[src/hw/rtl/dark_channel_min_filter_defines.svh]
// Assertion macros for the dark channel minimum filter.
// Expects clk and arst_n in the scope of each use.
`ifndef DARK_CHANNEL_MIN_FILTER_DEFINES_SVH
`define DARK_CHANNEL_MIN_FILTER_DEFINES_SVH

// Same-cycle implication.
`define DCMF_ASSERT_NOW(lbl, ante, cons, msg) \
	lbl: assert property (@(posedge clk) disable iff (!arst_n) (ante) |-> (cons)) \
		else $error(msg);

// Next-cycle implication.
`define DCMF_ASSERT_NEXT(lbl, ante, cons, msg) \
	lbl: assert property (@(posedge clk) disable iff (!arst_n) (ante) |=> (cons)) \
		else $error(msg);

`endif

[src/hw/rtl/dcmf_pkg.sv]
// Shared constants, types and helpers of the dark channel minimum filter.
// No dependencies.
`default_nettype none
package dcmf_pkg;
	localparam int MAX_WIDTH  = 1024;
	localparam int MAX_HEIGHT = 1024;
	localparam int MAX_HALF   = 7;
	localparam int RING_ROWS  = 2 * MAX_HALF + 1;
	localparam int COL_W      = $clog2(MAX_WIDTH);
	localparam int RING_W     = $clog2(RING_ROWS);
	localparam int ADDR_W     = COL_W + RING_W;
	localparam int RAM_DEPTH  = RING_ROWS * MAX_WIDTH;
	localparam int DIM_W      = 11;
	localparam int HALF_W     = 3;
	localparam int PIX_W      = 8;
	localparam int CNT_W      = 21;
	localparam int OCNT_W     = 20;
	localparam int IDX_W      = 2;
	localparam int STEP_W     = $clog2(CNT_W);

	// row / RING_ROWS as (row * RING_RECIP) >> RING_SHIFT, exact for every DIM_W-bit row
	localparam int                RECIP_W    = 12;
	localparam int                PROD_W     = DIM_W + RECIP_W;
	localparam int                RING_SHIFT = 15;
	localparam int                RQUO_W     = PROD_W - RING_SHIFT;
	localparam logic [RECIP_W-1:0] RING_RECIP = 12'd2185;

	localparam logic [IDX_W-1:0] CFG_WIDTH  = 2'd0;
	localparam logic [IDX_W-1:0] CFG_HEIGHT = 2'd1;
	localparam logic [IDX_W-1:0] CFG_HALF   = 2'd2;

	typedef enum logic {
		DIV_TROW,
		DIV_NROW
	} div_sel_t;

	typedef enum logic [3:0] {
		ST_IDLE,
		ST_CALC,
		ST_CHECK,
		ST_DECIDE,
		ST_DT_GO,
		ST_DT_WAIT,
		ST_DN_GO,
		ST_DN_WAIT,
		ST_BOUND,
		ST_WIN_INIT,
		ST_READ,
		ST_CMP,
		ST_EMIT,
		ST_WRITE,
		ST_COUNT
	} state_t;

	typedef struct packed {
		logic     load;
		logic     calc;
		logic     clear;
		logic     div_start;
		div_sel_t div_sel;
		logic     div_take;
		logic     bound;
		logic     win_init;
		logic     ram_re;
		logic     step;
		logic     emit;
		logic     ram_we;
		logic     count;
	} dp_cmd_t;

	typedef struct packed {
		logic phase;
		logic drain_skip;
		logic emit_due;
		logic div_done;
		logic win_last;
		logic out_free;
	} dp_stat_t;

	function automatic logic [PIX_W-1:0] min_pix(input logic [PIX_W-1:0] a,
		input logic [PIX_W-1:0] b);
		return (a < b) ? a : b;
	endfunction

	// ring row of an image row: row mod RING_ROWS
	function automatic logic [RING_W-1:0] ring_of(input logic [DIM_W-1:0] row);
		logic [PROD_W-1:0] prod;
		logic [RQUO_W-1:0] quo;
		logic [DIM_W-1:0]  rem;
		prod = {{RECIP_W{1'b0}}, row} * {{DIM_W{1'b0}}, RING_RECIP};
		quo  = prod[PROD_W-1:RING_SHIFT];
		rem  = row - DIM_W'(quo) * DIM_W'(RING_ROWS);
		return rem[RING_W-1:0];
	endfunction
endpackage
`default_nettype wire

[src/hw/rtl/dcmf_ctrl.sv]
// Controller state machine that sequences one item through the datapath.
// Depends on dcmf_pkg.
`default_nettype none
module dcmf_ctrl (
	input  wire logic               clk,
	input  wire logic               arst_n,
	input  wire logic               in_valid,
	output logic                    in_ready,
	input  wire dcmf_pkg::dp_stat_t stat,
	output dcmf_pkg::dp_cmd_t       cmd
);
	import dcmf_pkg::*;

	state_t state_q, state_d;

	always_ff @(posedge clk or negedge arst_n) begin
		if (!arst_n) begin
			state_q <= ST_IDLE;
		end else begin
			state_q <= state_d;
		end
	end

	always_comb begin
		state_d     = state_q;
		cmd         = '0;
		cmd.div_sel = DIV_TROW;
		in_ready    = 1'b0;
		unique case (state_q)
			ST_IDLE: begin
				in_ready = 1'b1;
				if (in_valid) begin
					cmd.load = 1'b1;
					state_d  = ST_CALC;
				end
			end
			ST_CALC: begin
				cmd.calc = 1'b1;
				state_d  = ST_CHECK;
			end
			ST_CHECK: begin
				cmd.clear = 1'b1;
				state_d   = ST_DECIDE;
			end
			ST_DECIDE: begin
				priority if (stat.drain_skip) state_d = ST_IDLE;
				else if (stat.phase) state_d = ST_DT_GO;
				else if (stat.emit_due) state_d = ST_DN_GO;
				else state_d = ST_COUNT;
			end
			ST_DT_GO: begin
				cmd.div_start = 1'b1;
				state_d       = ST_DT_WAIT;
			end
			ST_DT_WAIT: begin
				if (stat.div_done) begin
					cmd.div_take = 1'b1;
					state_d      = stat.emit_due ? ST_DN_GO : ST_WRITE;
				end
			end
			ST_DN_GO: begin
				cmd.div_sel   = DIV_NROW;
				cmd.div_start = 1'b1;
				state_d       = ST_DN_WAIT;
			end
			ST_DN_WAIT: begin
				cmd.div_sel = DIV_NROW;
				if (stat.div_done) begin
					cmd.div_take = 1'b1;
					state_d      = ST_BOUND;
				end
			end
			ST_BOUND: begin
				cmd.bound = 1'b1;
				state_d   = ST_WIN_INIT;
			end
			ST_WIN_INIT: begin
				cmd.win_init = 1'b1;
				state_d      = ST_READ;
			end
			ST_READ: begin
				cmd.ram_re = 1'b1;
				state_d    = ST_CMP;
			end
			ST_CMP: begin
				cmd.step = 1'b1;
				state_d  = stat.win_last ? ST_EMIT : ST_READ;
			end
			ST_EMIT: begin
				if (stat.out_free) begin
					cmd.emit = 1'b1;
					state_d  = stat.phase ? ST_WRITE : ST_COUNT;
				end
			end
			ST_WRITE: begin
				cmd.ram_we = 1'b1;
				state_d    = ST_COUNT;
			end
			ST_COUNT: begin
				cmd.count = 1'b1;
				state_d   = ST_IDLE;
			end
			default: state_d = ST_IDLE;
		endcase
	end
endmodule
`default_nettype wire

[config.mk]
export PLATFORM = sky130hd
export DESIGN_NAME = dcmf_ctrl
export DESIGN_NICKNAME = d
export VERILOG_FILES = /design/src/hw/rtl/dark_channel_min_filter_defines.svh /design/src/hw/rtl/dcmf_pkg.sv /design/src/hw/rtl/dcmf_ctrl.sv
export SDC_FILE = /design/constraint.sdc
export NUM_CORES = 1
export LEC_CHECK = 0
export BUFFER_PORTS_ARGS = -buffer_cell sky130_fd_sc_hd__buf_2
export CORE_AREA = 5 5 42 44
export CTS_BUF_LIST = sky130_fd_sc_hd__clkbuf_8 sky130_fd_sc_hd__clkbuf_16
export CTS_CLUSTER_SIZE = 12
export DETAILED_ROUTE_END_ITERATION = 8
export DIE_AREA = 0 0 47 49
export GPL_TIMING_DRIVEN = 0
export PLACE_DENSITY_LB_ADDON = 0.2
export SLEW_MARGIN = 20
export SYNTH_ARGS = -nofsm -noshare
export SYNTH_HDL_FRONTEND = slang
export SYNTH_SLANG_ARGS = --single-unit
export TNS_END_PERCENT = 10
[constraint.sdc]
create_clock -name clk -period 2.8 [get_ports clk]
set_input_delay 0.14 -clock clk [delete_from_list [all_inputs] [get_ports clk]]
set_output_delay 0.14 -clock clk [all_outputs]
set_load 0.01 [all_outputs]
==> results.yml, run 1 <==
outcome:
  outcome: "completed"
sta:
  setup_violations: 0
  min_period_over_period: 0.596
  final_hold_viol_count: 0
  clock_skew_ns: 0.00309
  max_freq_mhz: 599
  slew_viol_final: 0
  max_slew.worst_pin.slew_ns: 0.382
  setup_tns_ns: 0
  rsz0062_at_grt: "false"
  fin_crit_ns: 1.67
  relSlewSlack: 0.745
clocking:
  ctsHtreeMaxLevel: 1
  clock_path_buffers: 2
  cts_resized: 0
  clk_pin_slew_worst_paths_ns: 0.03
  cts.sinks: 4
  cts_made_buffers: 3
  tritoncts: "built"
  postCtsSetupBuffers: 0
  root_buffer: "clkbuf_8"
  clk_latency_ns: 0.21
place:
  gp_congestion: 0.817
  port_buffers: 22
  hpwl_um: 1020
global_routing:
  overflow: 0
  grt_pass1_vias: 527
  antenna_found_initial: 0
  grt_start_max_net_pins: 11
  grt_pass1_wl_um: 2260
  grt_use_total: 0.134
critical_path:
  worstPathArrival_ns: 1.53
  crit_path_start_kind: "flip-flop"
  critPathCaptureType: "output pin"
  required_ns: 2.66
  cp_max_fo: 10
  worst-setup-path-type: "flip-flop to output pin"
  r2r_slack_ns: 1.20
floorplanning:
  rows: 14
  fp.dieW_um: 47
  start_util: 0.328
  core_area_um2: 1400
  io-pin-count: 23
  dieArea_um2: 2300
  die_h_um: 49
synthesis:
  synth_warnings: 0
  postSynthAreaPerCell_um2: 7.41
  synthDistinctLibCells: 26
  netlist_area_um2: 459
  async_flop_share: 1.00
  synth_edf_count: 0
  ys_ff_latch: 4
  synthCells: 62
  syn-num-nets: 71
  synth_ff_type: "dfrtp_1"
  ys_seq_area_frac: 0.218
detailed_routing:
  drc: 0
  routed_wl_um: 1290
  vias: 554
  post_drt_wl_per_cell_um: 12.4
  drt_iter0_markers: 17
  vias_per_cell: 5.33
  firstDrtPassIters: 4
  ant_nets: 0
hold_path:
  min_path_type: "input port to flip-flop"
layout:
  largest_register_ff_count: 4
  num_antenna_cells: 0
  syn_to_final_growth_pct: 39.5
  drive_gt1_frac: 0.386
  largest_register: "state_q"
  layout.nets: 99
  reg_top3: "state_q: 4 flops"
power_and_ir_drop:
  p_total_w: 0.000702
  peakVddDrop_uv: 572
  power.leakage_nw: 0.329
  power.density_nw_per_um2: 1100
run:
  maxCapViolations: 0
[placed cells by master, fill, tap and decap left out, drive strengths merged]
cell type	count
buf	26
nand3b	1
o21bai	2
or2b	2
nand3	2
inv	7
a211oi	1
o221ai	1
o32ai	2
or4	1
a221oi	1
nor2b	2
nand2b	1
o22ai	2
clkbuf	4
and2	1
o41ai	3
nand2	4
dfrtp	4
dlygate4sd3	1
nand4bb	1
a21oi	5
nor3	4
nor2	9
o21ai	1
[kinds of logic after synthesis]
kind of cell           after synthesis  share of synthesized area
AOI/OAI and AO/OA                   18                      0.297
buffers and inverters               12                      0.155
DFF                                  4                      0.218
and+or+nand+nor                     28                      0.330
[critical path, cell delays in order, from the launching register on]
cell	delay (ns)
dfrtp_1	0.36
buf_6	0.14
or4_4	0.51
inv_1	0.07
and2_1	0.11
buf_2	0.12
[stage by stage]
| stage | hold WS, ns | std cells | utilization | setup slack [ns] | area, um^2 |
|---|---|---|---|---|---|
| after global placement | -0.0528 | 100 | 0.421 | 1.19 | 589 |
| after CTS | 0.209 | 104 | 0.457 | 1.12 | 641 |
| after floorplan | -0.156 | 62 | - | 1.28 | 459 |
| after global routing | 0.224 | 104 | 0.457 | 0.985 | 641 |
| after detailed placement | -0.0510 | 100 | 0.421 | 1.20 | 589 |
| final | 0.209 | 104 | 0.457 | 1.13 | 641 |
[final cells by class]
class	instances	area (um^2)
Tap cell	16	20.0
Sequential cell	4	100
Buffer	5	45.0
Multi-Input combinational cell	46	288
Inverter	7	26.3
Fill cell	159	761
Clock buffer	3	41.3
Timing Repair Buffer	23	120
[final timing paths]
kind                              end       start  cells after the start
hold reg to reg            state_q[3]  state_q[1]                      3
max in group asynchronous  state_q[2]      arst_n                      2
hold / removal             state_q[0]     stat[2]                      2
setup / recovery              cmd[12]  state_q[1]                      5
min in group asynchronous  state_q[1]      arst_n                      2
setup reg to reg           state_q[1]  state_q[1]                      5
[synth_stat cells, types with 2 or more instances]
master	count	share of area
inv_1	7	0.057
nor2b_1	2	0.027
a21oi_1	5	0.054
o32ai_1	2	0.038
nor2_1	9	0.074
buf_6	3	0.074
o41ai_1	3	0.057
nand2_1	4	0.033
or2b_2	2	0.038
nor3_1	4	0.044
o22ai_1	2	0.027
nand3_1	2	0.022
dfrtp_1	4	0.22
[power by group]
part           switching [W]  internal, W
clock network      0.0000266    0.0000913
registers          0.0000266    0.0000874
logic               0.000263     0.000207
total               0.000317     0.000385
[metal layers]
layer / GRT usage / routed length (um) / vias up
met1: 0.178 / 571 / 253
met5: 0 / 0 / -
met4: 0.0415 / 10 / 0
met2: 0.190 / 593 / 23
li1: - / - / 276
met3: 0.0590 / 117 / 2
[timing repair]
action / CTS / global route
endpoints found under the setup margin: 0 / 0
hold buffers: 1 / 0
hold endpoints to repair: 4 / 0
(Power assumes the default switching activity.)
==> run 2: changes to the inputs <==
==> constraint.sdc (replaced) <==
create_clock -name clk -period 1.47 [get_ports clk]
set_input_delay 0.0735 -clock clk [delete_from_list [all_inputs] [get_ports clk]]
set_output_delay 0.0735 -clock clk [all_outputs]
set_load 0.01 [all_outputs]
==> run 2 against run 1 <==
The flow now finishes with violations (negative setup slack). Combinational power rose by 120%. Die area is the same. Via count rose by 0.90%. Sequential cell count stayed put. Worst setup slack worse by 1.2 ns. Final area is 7.6% higher. First-iteration DRC count shrank 24%. Final cell count rose by 0.96%. Global-route usage is 0.92 points higher. Core utilization grew 3.5 points. Clock skew increased by 0.00069 ns. Critical endpoint is now state_q[0].
==> results.yml, run 2 (synthesis gave the netlist of run 1 again) <==
outcome:
  outcome: "finished, violations left"
  violations: "negative setup slack"
place:
  place_ws_ns: -0.133
  gp_congestion: 0.824
  hpwl_um: 1020
  port_buffers: 22
  placed_cells: 100
detailed_routing:
  drc: 0
  post_drt_wl_per_cell_um: 13.1
  vias: 559
  routed_wl_um: 1380
  vias_per_cell: 5.32
  firstDrtPassIters: 4
  ant_nets: 0
  drt_iter0_markers: 13
layout:
  fin_cells: 105
  drive_gt1_frac: 0.449
  reg_top3: "state_q: 4 flops"
  largest_register: "state_q"
  num_antenna_cells: 0
  syn_to_final_growth_pct: 50.1
  layout.nets: 100
  largest_register_ff_count: 4
  mostFrequentLayoutCells: "22 x buf_2, 9 x nor2_1, 6 x inv_1"
  final_common_cell: "buf_2"
global_routing:
  grt_pass1_wl_um: 2440
  antenna_found_initial: 0
  grt_use_total: 0.143
  grt_pass1_vias: 572
  overflow: 0
  grt_start_max_net_pins: 11
clocking:
  ctsHtreeMaxLevel: 1
  cts_made_buffers: 3
  cts.sinks: 4
  root_buffer: "clkbuf_8"
  clk_pin_slew_worst_paths_ns: 0.03
  clock_path_buffers: 2
  tritoncts: "built"
  clk_latency_ns: 0.22
critical_path:
  path_cells: "or4_4 -> o221ai_4 -> o21bai_4 -> o22ai_1"
  worst-path-stages: 4
  reg2reg_depth: 4
  critPathCaptureType: "flip-flop"
  cp_top_family: "simple AND/OR/NAND/NOR gates"
  worstPathArrival_ns: 1.67
  required_ns: 1.56
  crit_path_start_kind: "flip-flop"
  cp_slowest_cell: "or4_4"
  cpPeakStageDelay_ns: 0.54
  worst-setup-path-type: "flip-flop to flip-flop"
  path_buf_inv: 0
  cp_max_fo: 7
floorplanning:
  dieArea_um2: 2300
  fp.dieW_um: 47
  start_util: 0.328
  io-pin-count: 23
  die_h_um: 49
  core_area_um2: 1400
  rows: 14
sta:
  max_slew.worst_pin.slew_ns: 0.300
  min_period_over_period: 1.08
  clock_skew_ns: 0.00378
  rsz0062_at_grt: "true"
  whs_ns: 0.161
  fin_crit_ns: 1.58
  max_freq_mhz: 632
  final_hold_viol_count: 0
  setup_violations: 4
  fin_ws_ns: -0.112
  slew_viol_final: 0
  relSlewSlack: 0.797
power_and_ir_drop:
  combPwrFrac: 0.695
  peakVddDrop_uv: 1110
  p_sw_w: 0.000651
  p_seq_frac: 0.152
  clock_power_share: 0.153
  power.leakage_nw: 0.341
  power.density_nw_per_um2: 2140
  p_int_w: 0.000826
  swShare: 0.441
hold_path:
  min_path_type: "input port to flip-flop"
  whs_path_depth: 2
run:
  maxCapViolations: 0
run 2: worst reg2reg max path: stages (launching register included):
cell and delay, ns:
dfrtp_1 0.44, or4_4 0.54, o221ai_4 0.22, o21bai_4 0.16
o22ai_1 0.10
run 2: power by group through the flow:
stage | sequential (W) | clock [W] | combinational (W)
finish | 0.000224 | 0.000226 | 0.00103
global route | 0.000234 | 0.000246 | 0.00113
CTS | 0.000223 | 0.000234 | 0.000977
detailed placement | 0.000218 | 0 | 0.000896
global placement | 0.000218 | 0 | 0.000894
floorplan | 0.000205 | 0 | 0.000668
run 2: routing by layer:
metal  vias up  global-route usage  routed length (um)
li1        280                   -                   -
met1       256               0.183                 586
met2        23               0.210                 684
met3         0              0.0627                 108
met4         0              0.0461                   0
met5         -                   0                   0
run 2: area by class of cell:
class,instances,area (um^2)
multi-input cells,46,320
flip-flops and latches,4,101
plain buffers,4,45.0
fillers,154,712
clock buffers,3,41.3
well taps,16,20.0
inverters,7,26.3
repair buffers,25,135
run 2: path summary, 6_finish.rpt:
| check | startpoint | endpoint | slack (ns) |
|---|---|---|---|
| worst max-delay path | state_q[2] | state_q[0] | -0.11 |
| worst min-delay path | stat[2] | state_q[1] | 0.16 |
| worst max register to register | state_q[2] | state_q[0] | -0.11 |
| worst min register to register | state_q[1] | state_q[3] | 0.69 |
| max in group asynchronous | arst_n | state_q[3] | 1.13 |
| min in group asynchronous | arst_n | state_q[1] | 0.21 |
run 2: timing repair:
| item | 4_1_cts | 5_1_grt |
|---|---|---|
| setup endpoints to repair | 8 | 12 |
| setup buffers | 2 | 0 |
| endpoints found under the hold margin | 4 | 0 |
| gates resized for setup | 6 | 6 |
| pin swaps | 4 | 0 |
| hold buffers | 1 | 0 |
run 2: through the flow:
step / instance area [um^2] / util / total power (W) / TNS, ns
global placement: 589 / 0.421 / 0.00111 / -0.255
CTS: 669 / 0.478 / 0.00143 / -0.272
finish: 689 / 0.492 / 0.00148 / -0.340
global route: 689 / 0.492 / 0.00161 / -0.600
floorplan: 459 / - / 0.000873 / -0.0876
detailed placement: 589 / 0.421 / 0.00111 / -0.254
